===== src/rtl/tsec_pkg.sv =====
// Package for the touch segment envelope capture block.
// Types, constants and command/status structs shared by the controller,
// the datapath and the top level. No dependencies.
`timescale 1ns / 1ps
`default_nettype none

package tsec_pkg;

  localparam int SAMPLE_W = 12;
  localparam int CHANNELS = 4;
  localparam int SUM_W = 18;
  localparam int CNT_W = 16;
  localparam int CFG_W = 18;
  localparam int CFG_IDX_W = 2;

  localparam int WINDOW_ROWS_DEF = 16;
  localparam int SEGMENT_ROWS_DEF = 8;

  localparam logic [SUM_W-1:0] SUM_MAX = '1;
  localparam logic [CNT_W-1:0] CNT_MAX = '1;

  localparam logic [SUM_W-1:0] TOUCH_THR_RST = SUM_W'(2048);
  localparam logic [SUM_W-1:0] ENV_THR_RST = SUM_W'(512);
  localparam logic PREDICT_RST = 1'b1;

  localparam logic [CFG_IDX_W-1:0] CFG_TOUCH_THR = 2'd0;
  localparam logic [CFG_IDX_W-1:0] CFG_ENV_THR = 2'd1;
  localparam logic [CFG_IDX_W-1:0] CFG_PREDICT = 2'd2;

  typedef enum logic [1:0] {
    ENV_NONE    = 2'd0,
    ENV_SUSTAIN = 2'd1,
    ENV_ATTACK  = 2'd2,
    ENV_RELEASE = 2'd3
  } env_e;

  typedef enum logic [2:0] {
    ST_IDLE,
    ST_ROWSUM,
    ST_TOTAL,
    ST_EVAL,
    ST_SINGLE,
    ST_SEG_READ,
    ST_SEG_EMIT
  } state_e;

  typedef logic [CHANNELS-1:0][SAMPLE_W-1:0] row_t;

  typedef struct packed {
    logic [SAMPLE_W-1:0] sample_ch3;
    logic [SAMPLE_W-1:0] sample_ch2;
    logic [SAMPLE_W-1:0] sample_ch1;
    logic [SAMPLE_W-1:0] sample_ch0;
  } in_item_t;

  typedef struct packed {
    logic                touch_flag;
    logic [1:0]          envelope;
    logic [CNT_W-1:0]    touch_ticks;
    logic [CNT_W-1:0]    segments_done;
    logic                row_valid;
    logic [SAMPLE_W-1:0] row_ch0;
    logic [SAMPLE_W-1:0] row_ch1;
    logic [SAMPLE_W-1:0] row_ch2;
    logic [SAMPLE_W-1:0] row_ch3;
    logic                last;
  } out_item_t;

  typedef struct packed {
    logic [SUM_W-1:0] touch_thr;
    logic [SUM_W-1:0] env_thr;
    logic             predict;
  } cfg_t;

  typedef struct packed {
    logic accept;
    logic row_sum;
    logic total_upd;
    logic eval;
    logic load_single;
    logic seg_rd;
    logic load_row;
  } cmd_t;

  typedef struct packed {
    logic dump;
    logic out_free;
    logic last_row;
  } status_t;

endpackage

`default_nettype wire


===== src/rtl/tsec_ctrl.sv =====
// Controller state machine for the touch segment envelope capture block.
// Sequences one frame through the datapath and the dump of the segment store.
// Depends on tsec_pkg.
`timescale 1ns / 1ps
`default_nettype none

module tsec_ctrl (
  input  wire logic              clk_i,
  input  wire logic              rst_ni,
  input  wire logic              in_valid_i,
  output logic                   in_ready_o,
  input  wire tsec_pkg::status_t status_i,
  output tsec_pkg::cmd_t         cmd_o
);

  tsec_pkg::state_e state_q, state_d;

  always_ff @(posedge clk_i or negedge rst_ni) begin
    if (!rst_ni) begin
      state_q <= tsec_pkg::ST_IDLE;
    end else begin
      state_q <= state_d;
    end
  end

  always_comb begin
    state_d = state_q;
    unique case (state_q)
      tsec_pkg::ST_IDLE: begin
        if (in_valid_i) state_d = tsec_pkg::ST_ROWSUM;
      end
      tsec_pkg::ST_ROWSUM: state_d = tsec_pkg::ST_TOTAL;
      tsec_pkg::ST_TOTAL:  state_d = tsec_pkg::ST_EVAL;
      tsec_pkg::ST_EVAL: begin
        state_d = status_i.dump ? tsec_pkg::ST_SEG_READ : tsec_pkg::ST_SINGLE;
      end
      tsec_pkg::ST_SINGLE: begin
        if (status_i.out_free) state_d = tsec_pkg::ST_IDLE;
      end
      tsec_pkg::ST_SEG_READ: state_d = tsec_pkg::ST_SEG_EMIT;
      tsec_pkg::ST_SEG_EMIT: begin
        if (status_i.out_free) begin
          state_d = status_i.last_row ? tsec_pkg::ST_IDLE : tsec_pkg::ST_SEG_READ;
        end
      end
      default: state_d = tsec_pkg::ST_IDLE;
    endcase
  end

  always_comb begin
    cmd_o      = '0;
    in_ready_o = 1'b0;
    unique case (state_q)
      tsec_pkg::ST_IDLE: begin
        in_ready_o   = 1'b1;
        cmd_o.accept = in_valid_i;
      end
      tsec_pkg::ST_ROWSUM:   cmd_o.row_sum = 1'b1;
      tsec_pkg::ST_TOTAL:    cmd_o.total_upd = 1'b1;
      tsec_pkg::ST_EVAL:     cmd_o.eval = 1'b1;
      tsec_pkg::ST_SINGLE:   cmd_o.load_single = status_i.out_free;
      tsec_pkg::ST_SEG_READ: cmd_o.seg_rd = 1'b1;
      tsec_pkg::ST_SEG_EMIT: cmd_o.load_row = status_i.out_free;
      default: begin
        cmd_o      = '0;
        in_ready_o = 1'b0;
      end
    endcase
  end

  a_accept_blocks: assert property (@(posedge clk_i) disable iff (!rst_ni)
    (in_valid_i && in_ready_o) |=> (!in_ready_o && state_q == tsec_pkg::ST_ROWSUM))
    else $error("transfer accepted but frame not started");

endmodule

`default_nettype wire


===== src/rtl/tsec_datapath.sv =====
// Datapath for the touch segment envelope capture block: ring window with
// running sum, envelope evaluation, segment store and output register.
// Depends on tsec_pkg; driven by tsec_ctrl commands.
`timescale 1ns / 1ps
`default_nettype none

module tsec_datapath #(
  parameter int WINDOW_ROWS  = tsec_pkg::WINDOW_ROWS_DEF,
  parameter int SEGMENT_ROWS = tsec_pkg::SEGMENT_ROWS_DEF
) (
  input  wire logic               clk_i,
  input  wire logic               rst_ni,
  input  wire tsec_pkg::cfg_t     cfg_i,
  input  wire tsec_pkg::in_item_t in_data_i,
  input  wire tsec_pkg::cmd_t     cmd_i,
  output tsec_pkg::status_t       status_o,
  output logic                    out_valid_o,
  input  wire logic               out_ready_i,
  output tsec_pkg::out_item_t     out_data_o
);

  localparam int SW        = tsec_pkg::SAMPLE_W;
  localparam int CH        = tsec_pkg::CHANNELS;
  localparam int SUM_W     = tsec_pkg::SUM_W;
  localparam int CNT_W     = tsec_pkg::CNT_W;
  localparam int WIN_AW    = $clog2(WINDOW_ROWS);
  localparam int SEG_AW    = $clog2(SEGMENT_ROWS);
  localparam int ROWSUM_W  = SW + $clog2(CH);
  localparam int TOT_RAW_W = SW + $clog2(WINDOW_ROWS * CH);
  localparam int TOT_W     = (TOT_RAW_W > SUM_W) ? TOT_RAW_W : SUM_W;

  localparam logic [WIN_AW-1:0] WIN_LAST = WIN_AW'(WINDOW_ROWS - 1);
  localparam logic [SEG_AW-1:0] SEG_LAST = SEG_AW'(SEGMENT_ROWS - 1);

  // Window store
  tsec_pkg::row_t            win_mem [WINDOW_ROWS];
  logic [WINDOW_ROWS-1:0]    win_vld_q;
  logic [WIN_AW-1:0]         ptr_q;
  tsec_pkg::row_t            win_rd_q;
  logic                      win_rd_vld_q;
  tsec_pkg::row_t            frame_q;

  logic [ROWSUM_W-1:0]       new_rs, old_rs, new_rs_q, old_rs_q;
  logic [TOT_W-1:0]          total_q, total_d;
  logic [SUM_W-1:0]          win_sum_q, prev_sum_q;

  // Segment store
  tsec_pkg::row_t            seg_mem [SEGMENT_ROWS];
  logic [SEGMENT_ROWS-1:0]   seg_vld_q;
  logic [SEG_AW-1:0]         seg_row_q;
  logic [SEG_AW-1:0]         dump_idx_q;
  tsec_pkg::row_t            seg_rd_q;
  logic                      seg_rd_vld_q;

  logic [CNT_W-1:0]          tick_q, seg_cnt_q, ticks_out_q;
  tsec_pkg::env_e            env_q, env_d;
  logic                      dump_q, flag_q;

  // Evaluation
  logic                      active, start, pos, neg, half, full, env_dump, ended, dump;
  logic [SUM_W-1:0]          mag;
  logic [CNT_W-1:0]          tick_inc;
  logic [SEG_AW-1:0]         row_cur;

  tsec_pkg::out_item_t       out_q, out_d;
  logic                      out_valid_q;
  tsec_pkg::row_t            dump_row;

  always_comb begin
    new_rs = '0;
    old_rs = '0;
    for (int c = 0; c < CH; c++) begin
      new_rs = new_rs + ROWSUM_W'(frame_q[c]);
      old_rs = old_rs + (win_rd_vld_q ? ROWSUM_W'(win_rd_q[c]) : '0);
    end
  end

  assign total_d = total_q - TOT_W'(old_rs_q) + TOT_W'(new_rs_q);

  always_ff @(posedge clk_i) begin
    if (cmd_i.accept) begin
      frame_q  <= tsec_pkg::row_t'(in_data_i);
      win_rd_q <= win_mem[ptr_q];
    end
    if (cmd_i.total_upd) win_mem[ptr_q] <= frame_q;
    if (cmd_i.row_sum) begin
      new_rs_q <= new_rs;
      old_rs_q <= old_rs;
    end
  end

  always_ff @(posedge clk_i or negedge rst_ni) begin
    if (!rst_ni) begin
      win_vld_q    <= '0;
      win_rd_vld_q <= 1'b0;
      ptr_q        <= '0;
      total_q      <= '0;
      win_sum_q    <= '0;
    end else begin
      if (cmd_i.accept) win_rd_vld_q <= win_vld_q[ptr_q];
      if (cmd_i.total_upd) begin
        win_vld_q[ptr_q] <= 1'b1;
        ptr_q            <= (ptr_q == WIN_LAST) ? '0 : ptr_q + 1'b1;
        total_q          <= total_d;
        win_sum_q        <= (total_d > TOT_W'(tsec_pkg::SUM_MAX)) ?
                            tsec_pkg::SUM_MAX : total_d[SUM_W-1:0];
      end
    end
  end

  always_comb begin
    active   = (tick_q != '0) || (win_sum_q > cfg_i.touch_thr);
    start    = active && (tick_q == '0);
    pos      = win_sum_q > prev_sum_q;
    neg      = win_sum_q < prev_sum_q;
    mag      = pos ? (win_sum_q - prev_sum_q) : (prev_sum_q - win_sum_q);
    if (!active) begin
      env_d = tsec_pkg::ENV_NONE;
    end else if (mag < cfg_i.env_thr) begin
      env_d = tsec_pkg::ENV_SUSTAIN;
    end else if (pos) begin
      env_d = tsec_pkg::ENV_ATTACK;
    end else if (neg) begin
      env_d = tsec_pkg::ENV_RELEASE;
    end else begin
      env_d = env_q;
    end
    tick_inc = (tick_q != tsec_pkg::CNT_MAX) ? tick_q + 1'b1 : tick_q;
    row_cur  = start ? '0 : seg_row_q;
    half     = {win_sum_q, 1'b0} < {1'b0, cfg_i.touch_thr};
    full     = row_cur == SEG_LAST;
    env_dump = (env_d != env_q) && (env_q != tsec_pkg::ENV_NONE) &&
               (env_d != tsec_pkg::ENV_NONE) && cfg_i.predict;
    ended    = active && (half || full);
    dump     = active && (half || full || env_dump);
  end

  always_ff @(posedge clk_i) begin
    if (cmd_i.eval && active) seg_mem[row_cur] <= frame_q;
    if (cmd_i.seg_rd) seg_rd_q <= seg_mem[dump_idx_q];
  end

  always_ff @(posedge clk_i or negedge rst_ni) begin
    if (!rst_ni) begin
      seg_vld_q    <= '0;
      seg_rd_vld_q <= 1'b0;
      seg_row_q    <= '0;
      dump_idx_q   <= '0;
      tick_q       <= '0;
      seg_cnt_q    <= '0;
      ticks_out_q  <= '0;
      prev_sum_q   <= '0;
      env_q        <= tsec_pkg::ENV_NONE;
      dump_q       <= 1'b0;
      flag_q       <= 1'b0;
    end else begin
      if (cmd_i.eval) begin
        env_q       <= env_d;
        prev_sum_q  <= win_sum_q;
        dump_q      <= dump;
        flag_q      <= dump && cfg_i.predict;
        ticks_out_q <= active ? tick_inc : '0;
        dump_idx_q  <= '0;
        if (active) begin
          if (start) begin
            seg_vld_q <= SEGMENT_ROWS'(1'b1);
          end else begin
            seg_vld_q[row_cur] <= 1'b1;
          end
          tick_q    <= ended ? '0 : tick_inc;
          seg_row_q <= ended ? '0 : row_cur + 1'b1;
        end
        if (ended && seg_cnt_q != tsec_pkg::CNT_MAX) seg_cnt_q <= seg_cnt_q + 1'b1;
      end
      if (cmd_i.seg_rd) seg_rd_vld_q <= seg_vld_q[dump_idx_q];
      if (cmd_i.load_row) dump_idx_q <= (dump_idx_q == SEG_LAST) ? '0 : dump_idx_q + 1'b1;
    end
  end

  assign dump_row = seg_rd_vld_q ? seg_rd_q : '0;

  always_comb begin
    out_d               = '0;
    out_d.touch_flag    = flag_q;
    out_d.envelope      = env_q;
    out_d.touch_ticks   = ticks_out_q;
    out_d.segments_done = seg_cnt_q;
    out_d.last          = cmd_i.load_single || (dump_idx_q == SEG_LAST);
    if (cmd_i.load_row) begin
      out_d.row_valid = dump_q;
      out_d.row_ch0   = dump_row[0];
      out_d.row_ch1   = dump_row[1];
      out_d.row_ch2   = dump_row[2];
      out_d.row_ch3   = dump_row[3];
    end
  end

  always_ff @(posedge clk_i) begin
    if (cmd_i.load_single || cmd_i.load_row) out_q <= out_d;
  end

  always_ff @(posedge clk_i or negedge rst_ni) begin
    if (!rst_ni) begin
      out_valid_q <= 1'b0;
    end else if (cmd_i.load_single || cmd_i.load_row) begin
      out_valid_q <= 1'b1;
    end else if (out_ready_i) begin
      out_valid_q <= 1'b0;
    end
  end

  assign out_valid_o       = out_valid_q;
  assign out_data_o        = out_q;
  assign status_o.dump     = dump;
  assign status_o.out_free = !out_valid_q || out_ready_i;
  assign status_o.last_row = dump_idx_q == SEG_LAST;

  a_load_free: assert property (@(posedge clk_i) disable iff (!rst_ni)
    (cmd_i.load_single || cmd_i.load_row) |-> (!out_valid_q || out_ready_i))
    else $error("output register overwritten before transfer");

  a_ptr_range: assert property (@(posedge clk_i) disable iff (!rst_ni)
    ptr_q <= WIN_LAST)
    else $error("window pointer out of range");

  a_row_idle: assert property (@(posedge clk_i) disable iff (!rst_ni)
    (tick_q == '0) |-> (seg_row_q == '0))
    else $error("segment row set with no open segment");

endmodule

`default_nettype wire


===== src/rtl/touch_segment_envelope_capture_core.sv =====
// A frame without a dump goes through ROWSUM, TOTAL and EVAL, then SINGLE loads its
// result into the output register once it is free; no new frame is taken until IDLE.
// A dumping frame gives SEGMENT_ROWS results, each one a segment store read followed
// by an output load that waits until the output register is free.
// Reset: registers to defaults, window and segment store cleared at once via
// per-row valid bits, no clearing pass. Depends on tsec_pkg, tsec_ctrl, tsec_datapath.
`timescale 1ns / 1ps
`default_nettype none

module touch_segment_envelope_capture_core #(
  parameter int WINDOW_ROWS  = tsec_pkg::WINDOW_ROWS_DEF,
  parameter int SEGMENT_ROWS = tsec_pkg::SEGMENT_ROWS_DEF
) (
  input  wire logic                               clk_i,
  input  wire logic                               rst_ni,
  input  wire logic                               in_valid_i,
  output logic                                    in_ready_o,
  input  wire tsec_pkg::in_item_t                 in_data_i,
  output logic                                    out_valid_o,
  input  wire logic                               out_ready_i,
  output tsec_pkg::out_item_t                     out_data_o,
  input  wire logic                               cfg_we_i,
  input  wire logic [tsec_pkg::CFG_IDX_W-1:0]     cfg_index_i,
  input  wire logic [tsec_pkg::CFG_W-1:0]         cfg_wdata_i
);

  tsec_pkg::cfg_t    cfg_q;
  tsec_pkg::cmd_t    cmd;
  tsec_pkg::status_t status;

  always_ff @(posedge clk_i or negedge rst_ni) begin
    if (!rst_ni) begin
      cfg_q.touch_thr <= tsec_pkg::TOUCH_THR_RST;
      cfg_q.env_thr   <= tsec_pkg::ENV_THR_RST;
      cfg_q.predict   <= tsec_pkg::PREDICT_RST;
    end else if (cfg_we_i) begin
      unique case (cfg_index_i)
        tsec_pkg::CFG_TOUCH_THR: cfg_q.touch_thr <= cfg_wdata_i[tsec_pkg::SUM_W-1:0];
        tsec_pkg::CFG_ENV_THR:   cfg_q.env_thr <= cfg_wdata_i[tsec_pkg::SUM_W-1:0];
        tsec_pkg::CFG_PREDICT:   cfg_q.predict <= cfg_wdata_i[0];
        default: ;
      endcase
    end
  end

  tsec_ctrl u_ctrl (
    .clk_i     (clk_i),
    .rst_ni    (rst_ni),
    .in_valid_i(in_valid_i),
    .in_ready_o(in_ready_o),
    .status_i  (status),
    .cmd_o     (cmd)
  );

  tsec_datapath #(
    .WINDOW_ROWS (WINDOW_ROWS),
    .SEGMENT_ROWS(SEGMENT_ROWS)
  ) u_datapath (
    .clk_i      (clk_i),
    .rst_ni     (rst_ni),
    .cfg_i      (cfg_q),
    .in_data_i  (in_data_i),
    .cmd_i      (cmd),
    .status_o   (status),
    .out_valid_o(out_valid_o),
    .out_ready_i(out_ready_i),
    .out_data_o (out_data_o)
  );

endmodule

`default_nettype wire


===== config.mk =====
export PLATFORM = sky130hd
export DESIGN_NAME = touch_segment_envelope_capture_core
export DESIGN_NICKNAME = d
export VERILOG_FILES = /design/src/rtl/tsec_pkg.sv /design/src/rtl/tsec_ctrl.sv /design/src/rtl/tsec_datapath.sv /design/src/rtl/touch_segment_envelope_capture_core.sv
export SDC_FILE = /design/constraint.sdc
export NUM_CORES = 2
export LEC_CHECK = 0
export ABC_AREA = 1
export BUFFER_PORTS_ARGS = -buffer_cell sky130_fd_sc_hd__clkbuf_2
export CORE_MARGIN = 5
export CORE_UTILIZATION = 50
export CTS_CLUSTER_DIAMETER = 150
export DETAILED_ROUTE_END_ITERATION = 16
export GPL_ROUTABILITY_DRIVEN = 0
export PLACE_DENSITY = 0.66
export SLEW_MARGIN = 40
export SYNTH_ARGS = -nofsm -noshare
export SYNTH_HDL_FRONTEND = slang
export SYNTH_SLANG_ARGS = --single-unit

===== constraint.sdc =====
create_clock -name clk_i -period 17.4 [get_ports clk_i]
set_input_delay 0.87 -clock clk_i [delete_from_list [all_inputs] [get_ports clk_i]]
set_output_delay 0.87 -clock clk_i [all_outputs]
set_load 0.01 [all_outputs]

# Word level (Yosys, flattened, before mapping)
# Memory sizes are Yosys's and may differ from the RTL's. A register that Yosys moved wholly into a read port is not among the register bits.
# Cells that the tools add are included.
# classes
addsub	15
n_lt_le_gt_ge	11
n_eq_ne	17
mux	48
n_bitwise	2
n_reduce_logical	33
# ops
op	count
12-bit two-way mux	4
16-bit two-way mux	3
14-bit adder	3
18-bit > comparator	2
18-bit < comparator	2
18-bit two-way mux	2
18-bit subtractor	2
16-bit by 1-bit adder with 16-bit output, second input constant	2
16-bit != test, second input constant	2
14-bit by 12-bit adder with 14-bit output	2
3-bit two-way mux	9
3-bit case mux with 7 select lines	1
19-bit by 18-bit < comparator with 1-bit output	1
1-bit two-way mux	19
18-bit by 14-bit adder with 18-bit output	1
18-bit > comparator, second input constant	1
18-bit by 14-bit subtractor with 18-bit output	1
16-bit zero test	1
16-bit bitwise OR	1
16-bit nonzero test	1
3-bit == test, second input constant	5
12-bit by 12-bit adder with 13-bit output	1
2-bit AND reduction	6
1-bit logical AND	11
28 further kinds	43
# word_totals
reg_bits	344
ramBits	1152
input_bits	73
out_inout_bits	87
word_cells	165
memories	2
# mem_list
memory	depth	word_bits	rd	rd_clocked_by_memory_dff	write_ports	line_no	source
u_datapath.win_mem	16	48	1	1	1	tsec_datapath.sv:36	tsec_pkg::row_t win_mem [WINDOW_ROWS];
u_datapath.seg_mem	8	48	1	1	1	tsec_datapath.sv:48	tsec_pkg::row_t seg_mem [SEGMENT_ROWS];

# Logic depth before layout (Yosys ltp)
# logic_depth
depth_word	13
ltp_mapped	34
ltp_nobuf	33

# Cells and area by module
# From an unflattened synthesis, not the netlist that was laid out.
# hier_totals
cells_unflattened	5552
hier_area_um2	67146.9
# by_module_without_submodules
module	instances	cells_each	area_per_inst_um2	seq_area_each_um2
tsec_datapath	1	5351	65366.4	45889.0
touch_segment_envelope_capture_core	1	164	1557.7	929.6
tsec_ctrl	1	37	222.7	75.1

# Worst setup path after synthesis
# No wires, ideal clock.
# synth_path
path_kind	register to register
from	reg u_ctrl.state_q[2]
to	reg u_datapath.frame_q[0] (netlist bit) (enable)
setup_time_ns	0.554
t_arrival_ns	4.984
t_required_ns	16.846
slack_ns	11.862
path_stages_with_launch	4
path_buffers	0
synth_period_minus_slack_ns	5.538
path_cell_list	dfrtp_1 -> nor3_1 -> inv_1 -> nor2_1
# synth_rtl
item	line_no	source
start, declared	tsec_ctrl.sv:16	tsec_pkg::state_e state_q, state_d;
start signal, assigned	tsec_ctrl.sv:20	state_q <= tsec_pkg::ST_IDLE;
start signal, assigned	tsec_ctrl.sv:22	state_q <= state_d;
end signal, assigned	tsec_datapath.sv:82	frame_q <= tsec_pkg::row_t'(in_data_i);
end, declared	tsec_datapath.sv:41	tsec_pkg::row_t frame_q;

# Worst setup path after layout
# layout_path
from	reg u_datapath.frame_q[0] (netlist bit)
to	reg u_datapath.new_rs_q[13], data pin
# layout_between
elab_chain_cells	3
# layout_rtl
item	line_no	source
12-bit by 12-bit adder with 13-bit output	tsec_datapath.sv:73	new_rs = new_rs + ROWSUM_W'(frame_q[c]);
14-bit by 12-bit adder with 14-bit output (2 in series)	tsec_datapath.sv:73	
named net u_datapath.new_rs[13]	tsec_datapath.sv:43	logic [ROWSUM_W-1:0] new_rs, old_rs, new_rs_q, old_rs_q;
end signal, assigned	tsec_datapath.sv:87	new_rs_q <= new_rs;
end, declared	tsec_datapath.sv:43	
# The timed path passes the listed nets, and every way through them passes these cells.
# A chain may end at the register's enable or synchronous reset.

==> reports/metrics.yaml <==
status: "finished, final reports clean"
synth.top_cell.area_share: 0.634
min_path_type: "in2async"
async_flop_share: 0.115
grt_max_degree: 179
post_cts_buffers: 0
worstPathMaxFanout: 25
dp.cells: 7241
via_per_inst: 5.71
timing.rr.start: "u_datapath.frame_q[0]"
ys_seq_area_frac: 0.703
synthesis.instances: 5466
end_kind: "flop"
required_ps: 18060
area_growth_pct: 12.9
avgSynthCellArea_um2: 12.2
start_util: 0.502
placed_cell_area_um2: 70100
yosysWarnings: 0
leakage_nw: 27.8
syn-num-nets: 5746
num_io_pins: 160
hold_buffers: 0
max_slew_margin: 0.403
vias: 43100
post-synth-top-area-cell: "edfxtp_1"
clkLatencyLatePin_ps: 790
hold_viol_final: 0
power_density_nw_per_um2: 183
dieHeight_um: 375
maxSlewViolCount: 0
finalCritPeriodShare: 0.257
stdcell_area_um2: 75300
clock_skew_ps: 30.7
yosysMostFrequentCell: "edfxtp_1"
dieWidth_um: 375
critPathLaunch: "u_datapath.frame_q[0]"
avgRoutedWirePerCell_um: 22.6
dr.pass1.iters: 6
drv_cap: 0
instances_no_fill: 7547
drive_gt1_frac: 0.104
antenna_found_initial: 5
portBuffers: 159
clock_path_buffers: 3
ys_types: 62
htreeDepth: 4
ir_worst_vdd_mv: 0.133
rsz0062_at_grt: "false"
cp.arrival_ps: 5140
core_um2: 133000
start_kind: "flop"
grt_pass1_wl_um: 256000
setup_violations: 0
grt_pass1_vias: 41400
ys_top_cells_by_count: "edfxtp_1 (1409), nor2_1 (888), o21ai_0 (767)"
max_freq_mhz: 223
synth_area_leaders: "edfxtp_1 (63%), dfrtp_1 (6.8%), o21ai_0 (5.8%), nor2_1 (5.0%), nand2_1 (3.0%)"
drcViolationCount: 0
hold_ws_ps: 95.0
nFillCells: 10700
clk_pin_slew_ps: 60
ant_nets: 0
synth_seq_cells: 1592
worstSetupPathType: "reg2reg"
dieArea_um2: 141000
cts_tree: "done"
ctsResizeCount: 0
dpl.hpwl_um: 99700
min_period_ps: 4480
fp-row-count: 134
grt_overflow_total: 0
drt-initial-drc-count: 4964
syn-cell-area_um2: 66700
tns_ps: 0
clock_sinks: 1592
fin_util: 0.566
synth_edf_count: 1409
numCtsBuffers: 162
cts_root_buf: "clkbuf_16"
nets: 5923
tightestPinTransition_ps: 896
wl_um: 171000
grt_util_all_layers: 0.239
ys.flop_type: "edfxtp_1"
per-layer routing:
layer  vias up  track usage  part of all wire
met5         -            0                 0
met1     21300        0.337              0.42
li1      19700            -                 -
met4         0       0.0721             0.028
met2      1814        0.386              0.47
met3       282       0.0385             0.080
kinds of logic after synthesis:
group | share of synthesized area
xor+xnor | 0.00971
buf+inv | 0.0409
fa+ha+maj | 0.0449
compound gates | 0.102
mux | 0.00126
flops | 0.703
simple gates | 0.0988
final cells by class:
cell class              count  area, um^2  share of cell area
diodes                      1        2.50           0.0000332
repair buffers            274        2010              0.0267
clock inverters            76         719             0.00955
flip-flops and latches   1592       46900               0.623
clock buffers             223        4390              0.0584
inverters                 453        1720              0.0228
multi-input cells        3160       17300               0.230
well taps                1768        2210              0.0294
power breakdown:
group,total [W],switching (W),internal [W]
clock network,0.00334,0.00145,0.00189
registers,0.00519,0.000315,0.00487
logic,0.00526,0.00355,0.00171
through the flow:
step	worst slack, ps	total power, W
5_1_grt	12550	0.0147
2_1_floorplan	11860	0.00877
3_5_place_dp	12980	0.0105
6_report	12920	0.0138
4_1_cts	12940	0.0138
3_3_place_gp	12880	0.0103
worst max-delay path: stages (launching register included):
cell and delay [ps]:
edfxtp_1 700, ha_1 390, fa_1 460, a21oi_1 150, o21bai_1 130, xor2_1 180
fa_1 550, inv_1 40, ha_1 340, nand2_1 60, o21ai_0 250, nand2_1 90
nand2_1 70, a21oi_1 80, o21ai_0 280, a21oi_1 110, o21bai_1 220, nand2_1 80
nand2_1 70, nand2_1 50, nand2_1 50
worst paths after layout:
check	endpoint	slack, ps	depth (start not counted)
worst max-delay path	u_datapath.new_rs_q[13]	12920	20
worst max register to register	u_datapath.new_rs_q[13]	12920	20
min in group clk_i	u_datapath.frame_q[42]	250	1
max in group asynchronous	u_datapath.ptr_q[0]	15940	2
worst min-delay path	cfg_q[25]	100	1
worst min register to register	u_datapath.out_data_o[79]	450	0
registers in the layout, summed over array words and instances (netlist names), 4 cells and up:
name,cells
u_datapath.seg_vld_q,8
u_datapath.win_sum_q,18
u_datapath.frame_q,48
u_datapath.out_data_o,85
u_datapath.seg_cnt_q,16
u_datapath.win_vld_q,16
u_datapath.seg_rd_q,48
u_datapath.total_q,18
u_datapath.win_rd_q,48
u_datapath.new_rs_q,14
u_datapath.prev_sum_q,18
u_datapath.win_mem,768
u_datapath.tick_q,16
u_datapath.ptr_q,4
u_datapath.ticks_out_q,16
cfg_q,37
u_datapath.old_rs_q,14
u_datapath.seg_mem,384
cell usage in the layout (no fill, tap or decap), drive strengths merged, types with 3 or more instances in the layout:
cell and count:
edfxtp 1409, nor2 893, o21ai 780, nand2 553, inv 454, clkbuf 382, o22ai 256, dfrtp 180
ha 153, a21oi 123, buf 115, nand4 70, clkinv 66, fa 54, xor2 52, a31oi 51
nand3 50, nor3 27, xnor2 22, or2 13, a21o 11, bufinv 7, nor4 6, mux2i 5
o21bai 5, a211oi 4, o211ai 4, mux2 3, o2111ai 3, o21a 3, dfstp 3, nand3b 3
a21boi 3
No activity file was read; power rests on OpenSTA's default activity.
